$ cat config.mk
export PLATFORM = sky130hd
export DESIGN_NAME = track_marker_segment_mapper
export DESIGN_NICKNAME = d
export VERILOG_FILES = /design/src/rtl/core/tmsm_pkg.sv /design/src/rtl/core/tmsm_ctrl.sv /design/src/rtl/core/tmsm_dp.sv /design/src/rtl/core/track_marker_segment_mapper.sv
export SDC_FILE = /design/constraint.sdc
export NUM_CORES = 1
export LEC_CHECK = 0
export ABC_AREA = 1
export BUFFER_PORTS_ARGS = -buffer_cell sky130_fd_sc_hd__buf_2
export CORE_UTILIZATION = 50
export DETAILED_ROUTE_END_ITERATION = 6
export GPL_TIMING_DRIVEN = 0
export PLACE_DENSITY = 0.67
export SETUP_SLACK_MARGIN = 0.1
export SYNTH_ARGS = -nofsm -noshare
export SYNTH_HDL_FRONTEND = slang
export SYNTH_HIERARCHICAL = 1
export SYNTH_SLANG_ARGS = --single-unit
$ cat constraint.sdc
create_clock -name clk_i -period 13.3 [get_ports clk_i]
set_input_delay 0.665 -clock clk_i [delete_from_list [all_inputs] [get_ports clk_i]]
set_output_delay 0.665 -clock clk_i [all_outputs]
set_load 0.01 [all_outputs]
$ cat src/rtl/core/tmsm_pkg.sv
// Shared types, widths and codes for the track marker segment mapper.
// Used by tmsm_ctrl, tmsm_dp and track_marker_segment_mapper; depends on nothing.
`default_nettype none

package tmsm_pkg;

  // Sizing
  localparam int SEGMENT_SLOTS = 64;
  localparam int TICK_BITS     = 20;
  localparam int SEG_W         = $clog2(SEGMENT_SLOTS);

  // Field widths
  localparam int LEVEL_W = 10;
  localparam int SCALE_W = 10;
  localparam int MPL_W   = 2;
  localparam int IDX_W   = 6;
  localparam int DIST_W  = 19;
  localparam int SUM_W   = DIST_W + 1;
  localparam int RAD_W   = 23;
  localparam int LAP_W   = 8;
  localparam int PROD_W  = TICK_BITS + SCALE_W;

  // Divider sizing
  localparam int DIV_STEPS = RAD_W;
  localparam int CNT_W     = $clog2(DIV_STEPS);

  // Stream packing
  localparam int IN_DATA_W  = 24;
  localparam int IN_USER_W  = 2;
  localparam int OUT_DATA_W = 96;
  localparam int OUT_USER_W = 3;

  // Saturation limits
  localparam logic [TICK_BITS-1:0] TICK_MAX = {TICK_BITS{1'b1}};
  localparam logic [DIST_W-1:0]    DIST_MAX = {DIST_W{1'b1}};
  localparam logic [SEG_W-1:0]     SEG_MAX  = SEG_W'(SEGMENT_SLOTS - 1);
  localparam logic [LAP_W-1:0]     LAP_MAX  = {LAP_W{1'b1}};

  // Opcodes
  localparam logic [1:0] OP_LEFT_TICK  = 2'd0;
  localparam logic [1:0] OP_RIGHT_TICK = 2'd1;
  localparam logic [1:0] OP_SAMPLE     = 2'd2;

  // Register indexes
  localparam logic [1:0] CFG_THRESHOLD = 2'd0;
  localparam logic [1:0] CFG_SCALE     = 2'd1;
  localparam logic [1:0] CFG_MPL       = 2'd2;

  // Register reset values
  localparam logic [LEVEL_W-1:0] THRESHOLD_RST = LEVEL_W'(650);
  localparam logic [SCALE_W-1:0] SCALE_RST     = SCALE_W'(343);
  localparam logic [MPL_W-1:0]   MPL_RST       = MPL_W'(2);

  // Sensor codes: bit 0 left sensor dark, bit 1 right sensor dark
  localparam logic [1:0] CODE_NONE  = 2'd0;
  localparam logic [1:0] CODE_LEFT  = 2'd1;
  localparam logic [1:0] CODE_RIGHT = 2'd2;
  localparam logic [1:0] CODE_BOTH  = 2'd3;

  typedef struct packed {
    logic tick_l;
    logic tick_r;
    logic sample;
    logic scale;
    logic prep;
    logic div_step;
    logic load;
  } cmd_t;

  typedef struct packed {
    logic result;
    logic record;
    logic den_zero;
    logic div_done;
  } status_t;

  // Scaled tick count (product >> 10), saturated to the distance width
  function automatic logic [DIST_W-1:0] sat_dist(input logic [PROD_W-1:0] prod);
    logic [63:0] wide;
    wide = 64'(prod >> SCALE_W);
    return (wide > 64'(DIST_MAX)) ? DIST_MAX : DIST_W'(wide);
  endfunction

endpackage

`default_nettype wire

$ cat src/rtl/core/tmsm_ctrl.sv
// Sequencer of the track marker segment mapper: a marker beat goes through
// scale, prepare, divide and output, a crossing to output. Depends on tmsm_pkg.
`default_nettype none

module tmsm_ctrl (
  input  wire logic            clk_i,
  input  wire logic            rst_ni,
  input  wire logic            in_valid_i,
  output logic                 in_ready_o,
  input  wire logic [1:0]      opcode_i,
  input  wire logic            out_ready_i,
  output logic                 out_valid_o,
  input  wire tmsm_pkg::status_t st_i,
  output tmsm_pkg::cmd_t       cmd_o
);
  import tmsm_pkg::*;

  typedef enum logic [2:0] {
    S_IDLE,
    S_SCALE,
    S_PREP,
    S_DIVIDE,
    S_FINISH
  } state_e;

  state_e state_q, state_d;
  logic   out_valid_q, out_valid_d;
  logic   accept;
  logic   slot_free;

  assign in_ready_o  = (state_q == S_IDLE);
  assign accept      = in_valid_i && in_ready_o;
  assign slot_free   = !out_valid_q || out_ready_i;
  assign out_valid_o = out_valid_q;

  always_comb begin
    cmd_o       = '0;
    state_d     = state_q;
    out_valid_d = out_valid_q && !out_ready_i;
    case (state_q)
      S_IDLE: begin
        if (accept) begin
          cmd_o.tick_l = (opcode_i == OP_LEFT_TICK);
          cmd_o.tick_r = (opcode_i == OP_RIGHT_TICK);
          cmd_o.sample = (opcode_i == OP_SAMPLE);
          if (opcode_i == OP_SAMPLE && st_i.record) begin
            state_d = S_SCALE;
          end else if (opcode_i == OP_SAMPLE && st_i.result) begin
            state_d = S_FINISH;
          end
        end
      end
      S_SCALE: begin
        cmd_o.scale = 1'b1;
        state_d     = S_PREP;
      end
      S_PREP: begin
        cmd_o.prep = 1'b1;
        state_d    = S_DIVIDE;
      end
      S_DIVIDE: begin
        if (st_i.den_zero) begin
          state_d = S_FINISH;
        end else begin
          cmd_o.div_step = 1'b1;
          if (st_i.div_done) begin
            state_d = S_FINISH;
          end
        end
      end
      S_FINISH: begin
        if (slot_free) begin
          cmd_o.load  = 1'b1;
          out_valid_d = 1'b1;
          state_d     = S_IDLE;
        end
      end
      default: begin
        state_d = S_IDLE;
      end
    endcase
  end

  always_ff @(posedge clk_i or negedge rst_ni) begin
    if (!rst_ni) begin
      state_q     <= S_IDLE;
      out_valid_q <= 1'b0;
    end else begin
      state_q     <= state_d;
      out_valid_q <= out_valid_d;
    end
  end

  // A tick or an ignored opcode completes in the accepting cycle
  a_tick_single: assert property (@(posedge clk_i) disable iff (!rst_ni)
    (accept && opcode_i != OP_SAMPLE) |=> (state_q == S_IDLE))
    else $error("non-sample beat left the idle state");

  // A finished record with a free slot is shown on the next cycle
  a_finish_load: assert property (@(posedge clk_i) disable iff (!rst_ni)
    (state_q == S_FINISH && slot_free) |=> (state_q == S_IDLE && out_valid_q))
    else $error("finished record not presented");

  // The last divider step hands over to the output stage
  a_div_exit: assert property (@(posedge clk_i) disable iff (!rst_ni)
    (state_q == S_DIVIDE && !st_i.den_zero && st_i.div_done) |=> (state_q == S_FINISH))
    else $error("divider did not hand over after its last step");

endmodule

`default_nettype wire

$ cat src/rtl/core/tmsm_dp.sv
// Datapath of the track marker segment mapper: registers, code history,
// tick counters, scaling, radix-2 divider and output holding. Depends on tmsm_pkg.
`default_nettype none

module tmsm_dp (
  input  wire logic                          clk_i,
  input  wire logic                          rst_ni,
  input  wire logic                          cfg_we_i,
  input  wire logic [1:0]                    cfg_index_i,
  input  wire logic [tmsm_pkg::LEVEL_W-1:0]  cfg_data_i,
  input  wire logic [tmsm_pkg::LEVEL_W-1:0]  left_level_i,
  input  wire logic [tmsm_pkg::LEVEL_W-1:0]  right_level_i,
  input  wire tmsm_pkg::cmd_t                cmd_i,
  output tmsm_pkg::status_t                  st_o,
  output logic                               left_marker_o,
  output logic                               right_marker_o,
  output logic                               crossing_o,
  output logic                               lap_end_o,
  output logic [tmsm_pkg::IDX_W-1:0]         record_index_o,
  output logic [tmsm_pkg::DIST_W-1:0]        left_distance_o,
  output logic [tmsm_pkg::DIST_W-1:0]        right_distance_o,
  output logic [tmsm_pkg::DIST_W-1:0]        mean_distance_o,
  output logic [tmsm_pkg::RAD_W-1:0]         curve_radius_o,
  output logic                               radius_valid_o,
  output logic [tmsm_pkg::LAP_W-1:0]         lap_number_o
);
  import tmsm_pkg::*;

  // Configuration
  logic [LEVEL_W-1:0] thr_q;
  logic [SCALE_W-1:0] scl_q;
  logic [MPL_W-1:0]   mpl_q;

  // Track state
  logic [1:0]           c1_q, c2_q, c3_q;
  logic [TICK_BITS-1:0] lt_q, lt_d, rt_q, rt_d;
  logic [1:0]           mc_q, mc_d;
  logic [SEG_W-1:0]     seg_q, seg_d;
  logic [LAP_W-1:0]     laps_q, laps_d;
  logic                 lap_end_d;

  // Latched event of the beat in flight
  logic             lm_q, rm_q, cr_q, le_q, rec_q;
  logic [IDX_W-1:0] idx_q;

  // Scale, prepare and divide
  logic [DIST_W-1:0] a_q, b_q;
  logic [SUM_W-1:0]  sum;
  logic [DIST_W-1:0] diff;
  logic [DIST_W-1:0] mean_q, den_q;
  logic [RAD_W-1:0]  quo_q;
  logic [DIST_W-1:0] rem_q;
  logic [CNT_W-1:0]  cnt_q;
  logic [DIST_W:0]   rem_sh;
  logic              ge;

  // Sample decode
  logic [1:0] code;
  logic       changed, right_w, left_w, cross_w;

  // Output holding
  logic              o_lm_q, o_rm_q, o_cr_q, o_le_q, o_rv_q;
  logic [IDX_W-1:0]  o_idx_q;
  logic [DIST_W-1:0] o_ld_q, o_rd_q, o_mean_q;
  logic [RAD_W-1:0]  o_rad_q;
  logic [LAP_W-1:0]  o_lap_q;

  assign code    = {right_level_i < thr_q, left_level_i < thr_q};
  assign changed = (code != c1_q);
  assign right_w = changed && code == CODE_NONE && c1_q == CODE_LEFT && c2_q == CODE_NONE;
  assign left_w  = changed && code == CODE_NONE && c1_q == CODE_RIGHT && c2_q == CODE_NONE;
  assign cross_w = changed && code == CODE_NONE &&
                   (c1_q == CODE_BOTH || c2_q == CODE_BOTH || c3_q == CODE_BOTH);

  assign sum    = SUM_W'(a_q) + SUM_W'(b_q);
  assign diff   = (a_q > b_q) ? (a_q - b_q) : (b_q - a_q);
  assign rem_sh = {rem_q, quo_q[RAD_W-1]};
  assign ge     = (rem_sh >= {1'b0, den_q});

  assign st_o.result   = right_w || left_w || cross_w;
  assign st_o.record   = right_w || left_w;
  assign st_o.den_zero = (den_q == '0);
  assign st_o.div_done = (cnt_q == CNT_W'(DIV_STEPS - 1));

  // Tick counters: saturate, clear when a segment closes
  always_comb begin
    lt_d = lt_q;
    rt_d = rt_q;
    if (cmd_i.scale) begin
      lt_d = '0;
      rt_d = '0;
    end else begin
      if (cmd_i.tick_l && lt_q != TICK_MAX) lt_d = lt_q + 1'b1;
      if (cmd_i.tick_r && rt_q != TICK_MAX) rt_d = rt_q + 1'b1;
    end
  end

  // Segment, marker and lap bookkeeping
  always_comb begin
    mc_d      = mc_q;
    seg_d     = seg_q;
    laps_d    = laps_q;
    lap_end_d = 1'b0;
    if (cmd_i.sample && right_w) begin
      mc_d  = (mc_q == 2'd3) ? mc_q : mc_q + 2'd1;
      seg_d = (seg_q < SEG_MAX) ? seg_q + 1'b1 : seg_q;
      if (mc_d >= mpl_q) begin
        laps_d    = (laps_q == LAP_MAX) ? laps_q : laps_q + 1'b1;
        seg_d     = '0;
        mc_d      = '0;
        lap_end_d = 1'b1;
      end
    end else if (cmd_i.sample && left_w) begin
      seg_d = (seg_q < SEG_MAX) ? seg_q + 1'b1 : seg_q;
    end
  end

  always_ff @(posedge clk_i or negedge rst_ni) begin
    if (!rst_ni) begin
      thr_q  <= THRESHOLD_RST;
      scl_q  <= SCALE_RST;
      mpl_q  <= MPL_RST;
      c1_q   <= CODE_NONE;
      c2_q   <= CODE_NONE;
      c3_q   <= CODE_NONE;
      lt_q   <= '0;
      rt_q   <= '0;
      mc_q   <= '0;
      seg_q  <= '0;
      laps_q <= LAP_W'(1);
      cnt_q  <= '0;
    end else begin
      if (cfg_we_i) begin
        case (cfg_index_i)
          CFG_THRESHOLD: thr_q <= cfg_data_i;
          CFG_SCALE:     scl_q <= SCALE_W'(cfg_data_i);
          CFG_MPL:       mpl_q <= cfg_data_i[MPL_W-1:0];
          default:       ;
        endcase
      end
      if (cmd_i.sample && changed) begin
        c3_q <= c2_q;
        c2_q <= c1_q;
        c1_q <= code;
      end
      lt_q   <= lt_d;
      rt_q   <= rt_d;
      mc_q   <= mc_d;
      seg_q  <= seg_d;
      laps_q <= laps_d;
      if (cmd_i.prep) begin
        cnt_q <= '0;
      end else if (cmd_i.div_step) begin
        cnt_q <= cnt_q + 1'b1;
      end
    end
  end

  // Event latch, scaling, divider operands and quotient
  always_ff @(posedge clk_i) begin
    if (cmd_i.sample) begin
      lm_q  <= left_w;
      rm_q  <= right_w;
      cr_q  <= cross_w;
      le_q  <= lap_end_d;
      rec_q <= right_w || left_w;
      idx_q <= IDX_W'(seg_q);
    end
    if (cmd_i.scale) begin
      a_q <= sat_dist(PROD_W'(lt_q) * PROD_W'(scl_q));
      b_q <= sat_dist(PROD_W'(rt_q) * PROD_W'(scl_q));
    end
    if (cmd_i.prep) begin
      mean_q <= sum[SUM_W-1:1];
      den_q  <= diff;
      quo_q  <= RAD_W'({sum, 2'b00}) + RAD_W'({sum, 1'b0});
      rem_q  <= '0;
    end else if (cmd_i.div_step) begin
      rem_q <= ge ? DIST_W'(rem_sh - {1'b0, den_q}) : DIST_W'(rem_sh);
      quo_q <= {quo_q[RAD_W-2:0], ge};
    end
  end

  // Output holding register
  always_ff @(posedge clk_i or negedge rst_ni) begin
    if (!rst_ni) begin
      o_lm_q   <= 1'b0;
      o_rm_q   <= 1'b0;
      o_cr_q   <= 1'b0;
      o_le_q   <= 1'b0;
      o_rv_q   <= 1'b0;
      o_idx_q  <= '0;
      o_ld_q   <= '0;
      o_rd_q   <= '0;
      o_mean_q <= '0;
      o_rad_q  <= '0;
      o_lap_q  <= LAP_W'(1);
    end else if (cmd_i.load) begin
      o_lm_q   <= lm_q;
      o_rm_q   <= rm_q;
      o_cr_q   <= cr_q;
      o_le_q   <= le_q;
      o_rv_q   <= rec_q && den_q != '0;
      o_idx_q  <= rec_q ? idx_q : '0;
      o_ld_q   <= rec_q ? a_q : '0;
      o_rd_q   <= rec_q ? b_q : '0;
      o_mean_q <= rec_q ? mean_q : '0;
      o_rad_q  <= (rec_q && den_q != '0) ? quo_q : '0;
      o_lap_q  <= laps_q;
    end
  end

  assign left_marker_o    = o_lm_q;
  assign right_marker_o   = o_rm_q;
  assign crossing_o       = o_cr_q;
  assign lap_end_o        = o_le_q;
  assign record_index_o   = o_idx_q;
  assign left_distance_o  = o_ld_q;
  assign right_distance_o = o_rd_q;
  assign mean_distance_o  = o_mean_q;
  assign curve_radius_o   = o_rad_q;
  assign radius_valid_o   = o_rv_q;
  assign lap_number_o     = o_lap_q;

  // A valid radius comes only from unequal distances
  a_rv_diff: assert property (@(posedge clk_i) disable iff (!rst_ni)
    o_rv_q |-> (o_ld_q != o_rd_q))
    else $error("radius flagged valid with equal distances");

  // The mean lies between the two distances
  a_mean_range: assert property (@(posedge clk_i) disable iff (!rst_ni)
    (o_mean_q <= ((o_ld_q > o_rd_q) ? o_ld_q : o_rd_q)) &&
    (o_mean_q >= ((o_ld_q > o_rd_q) ? o_rd_q : o_ld_q)))
    else $error("mean distance outside the two distances");

  // Lap count never wraps to zero
  a_laps_nonzero: assert property (@(posedge clk_i) disable iff (!rst_ni)
    laps_q != '0)
    else $error("lap counter reached zero");

endmodule

`default_nettype wire

$ cat src/rtl/core/track_marker_segment_mapper.sv
// Top level of the track marker segment mapper: stream and register ports,
// joins tmsm_ctrl and tmsm_dp. Depends on tmsm_pkg, tmsm_ctrl, tmsm_dp.
//
//   Channel   Dir  Handshake                    Payload
//   s_axis    in   s_axis_tvalid/s_axis_tready  tuser opcode, tdata sensor levels
//   m_axis    out  m_axis_tvalid/m_axis_tready  tuser event flags, tlast lap end,
//                                               tdata segment record
//   cfg       in   cfg_valid_i/cfg_ready_o      cfg_index_i, cfg_data_i
//
// Sequence: a tick beat, an ignored opcode or a sample without an event ends in
// idle; a crossing alone goes straight to the output load; a marker passes scale,
// prepare, 23 steps of the shared radix-2 divider and output load, skipping the
// divider when both distances are equal. No new beat is taken until the load.
// Reset: rst_ni clears control, registers go to defaults, lap count to one.
// Stalls: a finished record sits in the output register while the next beats
// flow; a new record waits in the output stage only while that register is full.
`default_nettype none

module track_marker_segment_mapper (
  input  wire logic                            clk_i,
  input  wire logic                            rst_ni,
  // Input stream
  input  wire logic                            s_axis_tvalid,
  output logic                                 s_axis_tready,
  // [9:0] left_level, [19:10] right_level, [23:20] zero
  input  wire logic [tmsm_pkg::IN_DATA_W-1:0]  s_axis_tdata,
  // [1:0] opcode
  input  wire logic [tmsm_pkg::IN_USER_W-1:0]  s_axis_tuser,
  // Output stream
  output logic                                 m_axis_tvalid,
  input  wire logic                            m_axis_tready,
  // [5:0] record_index, [24:6] left_distance, [43:25] right_distance,
  // [62:44] mean_distance, [85:63] curve_radius, [86] radius_valid,
  // [94:87] lap_number, [95] zero
  output logic [tmsm_pkg::OUT_DATA_W-1:0]      m_axis_tdata,
  // [0] left_marker, [1] right_marker, [2] crossing
  output logic [tmsm_pkg::OUT_USER_W-1:0]      m_axis_tuser,
  // lap_end: last record of a lap
  output logic                                 m_axis_tlast,
  // Register writes
  input  wire logic                            cfg_valid_i,
  output logic                                 cfg_ready_o,
  input  wire logic [1:0]                      cfg_index_i,
  input  wire logic [tmsm_pkg::LEVEL_W-1:0]    cfg_data_i
);
  import tmsm_pkg::*;

  cmd_t    cmd;
  status_t st;

  logic              left_marker, right_marker, crossing, lap_end, radius_valid;
  logic [IDX_W-1:0]  record_index;
  logic [DIST_W-1:0] left_distance, right_distance, mean_distance;
  logic [RAD_W-1:0]  curve_radius;
  logic [LAP_W-1:0]  lap_number;

  // Registers take a beat at any time; writes land only while idle by contract
  assign cfg_ready_o = 1'b1;

  tmsm_ctrl u_ctrl (
    .clk_i       (clk_i),
    .rst_ni      (rst_ni),
    .in_valid_i  (s_axis_tvalid),
    .in_ready_o  (s_axis_tready),
    .opcode_i    (s_axis_tuser[1:0]),
    .out_ready_i (m_axis_tready),
    .out_valid_o (m_axis_tvalid),
    .st_i        (st),
    .cmd_o       (cmd)
  );

  tmsm_dp u_dp (
    .clk_i            (clk_i),
    .rst_ni           (rst_ni),
    .cfg_we_i         (cfg_valid_i && cfg_ready_o),
    .cfg_index_i      (cfg_index_i),
    .cfg_data_i       (cfg_data_i),
    .left_level_i     (s_axis_tdata[LEVEL_W-1:0]),
    .right_level_i    (s_axis_tdata[2*LEVEL_W-1:LEVEL_W]),
    .cmd_i            (cmd),
    .st_o             (st),
    .left_marker_o    (left_marker),
    .right_marker_o   (right_marker),
    .crossing_o       (crossing),
    .lap_end_o        (lap_end),
    .record_index_o   (record_index),
    .left_distance_o  (left_distance),
    .right_distance_o (right_distance),
    .mean_distance_o  (mean_distance),
    .curve_radius_o   (curve_radius),
    .radius_valid_o   (radius_valid),
    .lap_number_o     (lap_number)
  );

  // Pack the record, first field in the low bits
  assign m_axis_tdata = {1'b0, lap_number, radius_valid, curve_radius, mean_distance,
                         right_distance, left_distance, record_index};
  assign m_axis_tuser = {crossing, right_marker, left_marker};
  assign m_axis_tlast = lap_end;

endmodule

`default_nettype wire

==> results of run 1 <==
## synth_stat cells (7+ instances only)
library cell,count,share of area (%)
sky130_fd_sc_hd__a21boi_0,8,0.18
sky130_fd_sc_hd__a21o_1,18,0.41
sky130_fd_sc_hd__a21oi_1,182,2.8
sky130_fd_sc_hd__a31oi_1,8,0.15
sky130_fd_sc_hd__buf_1,18,0.21
sky130_fd_sc_hd__buf_4,23,0.53
sky130_fd_sc_hd__clkbuf_1,111,1.3
sky130_fd_sc_hd__dfrtp_1,179,14
sky130_fd_sc_hd__dfstp_2,13,1.0
sky130_fd_sc_hd__dfxtp_1,19,1.2
sky130_fd_sc_hd__edfxtp_1,110,10
sky130_fd_sc_hd__fa_1,287,18
sky130_fd_sc_hd__ha_1,248,9.5
sky130_fd_sc_hd__inv_1,871,10
sky130_fd_sc_hd__inv_2,21,0.24
sky130_fd_sc_hd__mux2_2,9,0.31
sky130_fd_sc_hd__nand2_1,1066,12
sky130_fd_sc_hd__nand2_2,28,0.53
sky130_fd_sc_hd__nand3_1,195,3.0
sky130_fd_sc_hd__nand3_2,9,0.27
sky130_fd_sc_hd__nand3b_1,13,0.30
sky130_fd_sc_hd__nand4_1,41,0.78
sky130_fd_sc_hd__nor2_1,232,2.7
sky130_fd_sc_hd__nor3_1,51,0.78
sky130_fd_sc_hd__nor4_1,17,0.32
sky130_fd_sc_hd__o211ai_1,7,0.16
sky130_fd_sc_hd__o21a_1,7,0.16
sky130_fd_sc_hd__o21ai_0,164,2.5
sky130_fd_sc_hd__o21ai_1,37,0.57
sky130_fd_sc_hd__o21bai_1,20,0.46
sky130_fd_sc_hd__o22ai_1,61,1.2
sky130_fd_sc_hd__o31ai_1,16,0.37
sky130_fd_sc_hd__xnor2_1,35,0.94
sky130_fd_sc_hd__xor2_1,61,1.6
## worst register-to-register path, delay by kind of cell, from the launching register on
kind / cells / cell delay [ps]
AOI/OAI and AO/OA: 2 / 440
adders and majority gates: 6 / 2970
buffers and inverters: 6 / 1610
DFF: 1 / 630
and+or+nand+nor: 8 / 890
## sequential cells by signal, indices dropped and copies added, names as in the netlist, 5 cells and up
register,cells
u_dp/curve_radius_o,23
u_dp/quo_q,23
u_dp/lt_q,20
u_dp/rt_q,20
u_dp/a_q,19
u_dp/b_q,19
u_dp/den_q,19
u_dp/left_distance_o,19
u_dp/mean_distance_o,19
u_dp/mean_q,19
u_dp/rem_q,19
u_dp/right_distance_o,19
u_dp/scl_q,10
u_dp/thr_q,10
u_dp/lap_number_o,8
u_dp/laps_q,8
u_dp/idx_q,6
u_dp/record_index_o,6
u_dp/seg_q,6
u_dp/cnt_q,5
## layer usage
metal / track usage, % / wire length [µm]
met1: 37.5 / 40100
met3: 4.05 / 5770
met4: 9.81 / 3510
met5: 0 / 0
met2: 48.0 / 43700
## power breakdown
group | switching, mW | internal, mW
registers | 0.141 | 1.25
logic | 1.38 | 0.753
clock network | 0.468 | 0.625
total | 1.98 | 2.63
## layout make-up
| type | instances | area (µm²) | area share, % |
|---|---|---|---|
| sequential | 321 | 8500 | 23.7 |
| inverter | 895 | 3370 | 9.37 |
| timing repair buffer | 143 | 767 | 2.13 |
| buffer | 164 | 766 | 2.13 |
| tap | 855 | 1070 | 2.98 |
| clock inverter | 22 | 218 | 0.606 |
| multi-input combinational | 2884 | 20100 | 56.0 |
| clock buffer | 53 | 1110 | 3.10 |
## path summary, 6_finish.rpt
path / endpoint / from / slack, ps
min reg2reg: u_dp/cnt_q[4] / u_dp/cnt_q[4] / 470
min in group clk_i: u_ctrl/out_valid_o / m_axis_tready / 300
max: u_dp/a_q[3] / u_dp/scl_q[1] / 6510
min: u_dp/laps_q[3] / rst_ni / 60
max reg2reg: u_dp/a_q[3] / u_dp/scl_q[1] / 6510
max in group asynchronous: u_dp/rt_q[13] / rst_ni / 12260
## through the flow
step	instances	util, %
2_1_floorplan	4264	-
3_3_place_gp	5258	53.5
3_5_place_dp	5262	53.6
4_1_cts	5337	55.6
5_1_grt	5337	55.6
6_report	5337	55.6
## cell families after synthesis
group           share of synthesized area, %
flops                                   26.0
mux                                    0.340
compound gates                          9.41
fa+ha+maj                               27.0
simple gates                            22.1
other cells                           0.0229
xor+xnor                                2.57
buf+inv                                 12.6
==> metrics, run 1 <==
buffers inserted during post-CTS setup optimization=0; final cell area excluding filler cells=35,900 µm²; synthesized flop and latch total=321; Resized cells post-CTS=0; GR Overflow Total=0; wire per inst=17.4 µm; count of distinct cell types in the synthesized netlist=66; total wire length after detailed routing=93,100 µm; layout cell share with drive strength beyond 1=8.28%; Data arrival, critical path=around 7100 ps; final weighted congestion of routability-driven global placement=1.00; Synth Area per Inst=7.68 µm²; Setup-failing EPs final=0; Synth Flop Type=sky130_fd_sc_hd__dfrtp_1; # Max-Cap Violations=0; Critical Path Start Type=register; Final Power=4.62 mW; remaining number of nets flagged by the antenna check after routing=0; most used cell, CP=sky130_fd_sc_hd__fa_1; critical path depth=22; power density cells=128 nW/µm²; commonest non-fill, non-tap cell in the layout=sky130_fd_sc_hd__nand2_1; area added between synthesis and finish=9.68%; Placement Setup Slack=6600 ps; Worst Slack Setup Final=between 6000 and 7000 ps; starting DRC count in detailed routing=~2,400; final slew viol count=0; summed negative setup slack over all endpoints=0 ps; Slowest cell on crit path=sky130_fd_sc_hd__clkbuf_1; fin crit period=about 6800 ps; post-synthesis cell area=32,800 µm²; detailed placement HPWL=74,900 µm; total cell area at the placement stage=34,600 µm²; Post-Syn Nets=4,842; part of the cycle the worst path needs=~50%; die span in x=258 µm; Fill cells=6,176; family with the most delay on the worst path=adder cells; average via count per standard cell=5.29; Slew headroom=29.1%; root buffer cell=sky130_fd_sc_hd__clkbuf_16; gr usage total=28.5%; post-detailed-route DRC marker count=0; clock-pin transition on the worst setup and hold timing paths=60 ps; starting utilization of the core area=about half; NumNets Final=approximately 5,000; Post-CTS Hold Fix Bufs=0; TritonRoute pass-1 iters=5; worst hold-check path type=in -> async; # diodes=0; global-route wire length before repair=150,000 µm; measured slew at the worst slew-check pin=1060 ps; Slowest Stage Delay on Critical Path=780 ps; count of standard-cell rows=93; static leakage=just under 20 nW; fraction of the yosys area taken by sequential cells=26.0%; reg2reg path depth=22; CTS tree=built; TritonCTS buffer count=41; Sink Count=around 320; vias after detailed routing=28,200; EDFF count, synth=110; Die Footprint=~67,000 µm²; cell breakdown of the critical path=clkbuf_1, buf_1, nand2_1, fa_1, inv_1, fa_1, fa_1, fa_1, inv_1, fa_1, inv_1, ha_1, a21oi_1, nor2_1, nor2_1, a21boi_1, nor2_1, nor2_1, nand3_1, nand2_4, buf_6, nand2_1; initial antenna violation count=0; setup repair after global routing missed its margin=no; nature of the critical path endpoint=register; yosys synthesis warning count=6; maximum clock path buffer count=3; deepest level of the CTS H-tree=2; Worst Clk Skew=18.0 ps; via count of the first global-routing pass=28,200; fraction of synthesis flops using an asynchronous set or reset pin=59.8%; Hold Worst Slack=57.9 ps; max frequency=147 MHz; clock latency reported for the late side of the worst-skew pair=between 500 and 600 ps; count of input and output buffers=139; result of the run=completed; core region area=~65,000 µm²; Buffers & Inverters on Critical Path=6; most used cells in the layout excluding fill and tap cells=1,066 x sky130_fd_sc_hd__nand2_1, 870 x sky130_fd_sc_hd__inv_1, 287 x sky130_fd_sc_hd__fa_1; worst voltage drop across the vdd grid=slightly below 90 µV; floorplan die height=258 µm; largest net degree at the start of global routing=99; WP data required=13,610 ps; count of boundary I/O pins=about 150; number of instances in the synthesized netlist=4,264; critical path peak fanout=10; number of hold violations in the final report=0; type of the setup path with the least slack=reg -> reg
Note: power is estimated with default switching activity, not from simulation.
==> run 2: changes to the inputs <==
clock period = 6.39 ns   (was 13.3 ns; I/O delays follow)
==> run 2 against run 1 <==
  * Critical path depth decreased by 2
  * Sequential power up 110%
  * Highest routed layer unchanged
  * Maximum frequency grew 14%
  * Largest power group unchanged
  * Critical path type unchanged
  * Flip-flop and latch count did not move
  * Wire length down 0.10%
  * Utilization increased by 0.17 points
==> metrics, run 2 (same netlist as run 1, synthesis figures left out) <==
result of the run=completed; # Max-Cap Violations=0 (unchanged); power density cells=267 nW/µm² (+110%); GR Overflow Total=0 (unchanged); proportion of power drawn by flip-flops and latches=30.3% (about the same); count of input and output buffers=139 (unchanged); multi-input gate area in the final layout=20,100 µm² (unchanged); switching share of power=42.9% (-0.077 points); share of total power in combinational logic=46.0% (about the same); clock-pin transition on the worst setup and hold timing paths=60 ps (about the same); area added between synthesis and finish=10.0%; number of hold violations in the final report=0 (unchanged); count of boundary I/O pins=146 (unchanged); Worst Setup EP=u_dp/a_q[3]; Sink Count=321 (unchanged); Fill cells=6,167 (-0.15%); part of the cycle the worst path needs=93.5% (+42 points); worst r2r src=u_dp/lt_q[8]; deepest level of the CTS H-tree=2 (unchanged); Worst Clk Skew=18.0 ps (+0.0107 ps); Critical Path Start Type=register; count of standard-cell rows=93 (unchanged); root buffer cell=sky130_fd_sc_hd__clkbuf_16; fin crit period=5970 ps (-822 ps); wire per inst=17.4 µm (-0.14%); total wire length after detailed routing=93,000 µm (-0.10%); Setup-failing EPs final=0 (unchanged); starting DRC count in detailed routing=2,339 (-3.3%); Final Power=9.62 mW (+110%); footprint of the flip-flops and latches=8510 µm² (about the same); maximum clock path buffer count=3 (unchanged); most used cells in the layout excluding fill and tap cells=1,066 x sky130_fd_sc_hd__nand2_1, 870 x sky130_fd_sc_hd__inv_1, 287 x sky130_fd_sc_hd__fa_1; TritonCTS buffer count=41 (unchanged); die span in x=258 µm (unchanged); starting utilization of the core area=50.7% (unchanged); design internal power=5.49 mW (+110%); buffers inserted during post-CTS setup optimization=0 (unchanged); Slew headroom=28.9% (-0.21 points); setup repair after global routing missed its margin=no; TritonRoute pass-1 iters=6 (+1); type of the setup path with the least slack=reg -> reg; NumNets Final=5,030 (+0.040%); via count of the first global-routing pass=28,200 (+0.021%); nature of the critical path endpoint=register; Clk pwr share=23.7% (about the same); worst hold-check path type=in -> reg; # diodes=0 (unchanged); floorplan die height=258 µm (unchanged); worst setup path startpoint=u_dp/lt_q[8]; measured slew at the worst slew-check pin=1060 ps (+3.20 ps); remaining number of nets flagged by the antenna check after routing=0 (unchanged); core region area=64,600 µm² (unchanged); worst reg2reg setup slack=420 ps (-6090 ps); net switching power figure=4.13 mW (+110%); summed negative setup slack over all endpoints=0 ps (unchanged); final slew viol count=0 (unchanged); critical path peak fanout=10 (unchanged); worst voltage drop across the vdd grid=181 µV (+110%); post-detailed-route DRC marker count=0 (unchanged); clock latency reported for the late side of the worst-skew pair=580 ps (about the same); reg2reg path depth=20 (-9.1%); Data arrival, critical path=6280 ps (-820 ps); gr usage total=28.5% (about the same); max frequency=167 MHz (+14%); Die Footprint=66,600 µm² (unchanged); CTS tree=built; worst r2r dst=u_dp/a_q[3]; final weighted congestion of routability-driven global placement=1.00 (unchanged); WP data required=6700 ps (-6910 ps); vias after detailed routing=28,200 (-0.19%); static leakage=19.7 nW (+0.69%); detailed placement HPWL=74,900 µm (unchanged); initial antenna violation count=0 (unchanged); commonest non-fill, non-tap cell in the layout=sky130_fd_sc_hd__nand2_1; layout cell share with drive strength beyond 1=9.05% (+0.78 points); largest net degree at the start of global routing=99 (unchanged); global-route wire length before repair=150,000 µm (about the same); worst hold path cell count=3; average via count per standard cell=5.28 (-0.23%)
run 2: cell count changes in the layout (fill, tap and decap cells not counted), sizes merged:
| cell | change |
|---|---|
| clkbuf | -8 |
| buf | +4 |
| dlygate4sd3 | +6 |
run 2: power groups by stage:
stage	registers [mW]	clock network, mW	logic (mW)
2_1_floorplan	2.98	0	2.96
4_1_cts	2.91	2.33	4.42
3_3_place_gp	2.93	0	4.31
6_report	2.91	2.28	4.43
3_5_place_dp	2.94	0	4.40
5_1_grt	2.97	2.41	5.07
run 2: stage by stage:
step | hold slack [ps] | area (µm²) | util (%) | cells | setup slack, ps
CTS | 3.24 | 36000 | 55.7 | 5342 | 134
detailed placement | 386 | 34600 | 53.6 | 5262 | -309
global route | 38.3 | 36000 | 55.8 | 5339 | 121
floorplan | 23.9 | 32800 | - | 4264 | 881
finish | 30.4 | 36000 | 55.8 | 5339 | 418
global placement | 450 | 34500 | 53.5 | 5258 | -292
run 2: critical path: stages (launching register included):
cell	delay, ps
sky130_fd_sc_hd__dfrtp_1	440
sky130_fd_sc_hd__clkbuf_1	600
sky130_fd_sc_hd__nand2_1	130
sky130_fd_sc_hd__inv_1	110
sky130_fd_sc_hd__fa_1	460
sky130_fd_sc_hd__fa_1	540
sky130_fd_sc_hd__fa_1	520
sky130_fd_sc_hd__fa_1	540
sky130_fd_sc_hd__inv_1	60
sky130_fd_sc_hd__fa_1	540
sky130_fd_sc_hd__inv_1	40
sky130_fd_sc_hd__ha_1	370
sky130_fd_sc_hd__a21oi_1	210
sky130_fd_sc_hd__o21ai_0	160
sky130_fd_sc_hd__a21boi_1	230
sky130_fd_sc_hd__nor2_1	90
sky130_fd_sc_hd__nor2_1	140
sky130_fd_sc_hd__nand3_1	140
sky130_fd_sc_hd__nand2_4	160
sky130_fd_sc_hd__buf_6	150
sky130_fd_sc_hd__nand2_1	60
run 2: layout make-up:
type	count	share of cell area, %
Clock buffer	53	3.09
Tap cell	855	2.97
Multi-Input combinational cell	2884	55.9
Buffer	160	2.25
Clock inverter	22	0.604
Sequential cell	321	23.6
Inverter	895	9.34
Timing Repair Buffer	149	2.29
run 2: metal layers:
metal | GRT usage [%] | part of all wire, %
met5 | 0 | 0
met4 | 9.57 | 3.5
met3 | 3.85 | 6.3
met2 | 48.0 | 47
met1 | 37.6 | 43
run 2: repair_timing:
| action | CTS | global route |
|---|---|---|
| gates resized for setup | 4 | 83 |
| endpoints found under the hold margin | 99 | 0 |
| endpoints found under the setup margin | 38 | 38 |
| hold buffers | 6 | 0 |
run 2: worst min-delay path by stage:
stage | slack [ps] | endpoint | startpoint
after detailed placement | 390 | u_dp/laps_q[3] | rst_ni
after floorplan | 20 | u_ctrl/out_valid_o | rst_ni
final | 30 | u_dp/thr_q[3] | cfg_data_i[3]
after CTS | 3 | u_dp/thr_q[3] | cfg_data_i[3]
after global routing | 40 | u_dp/thr_q[3] | cfg_data_i[3]
after global placement | 450 | u_dp/cnt_q[4] | u_dp/cnt_q[4]
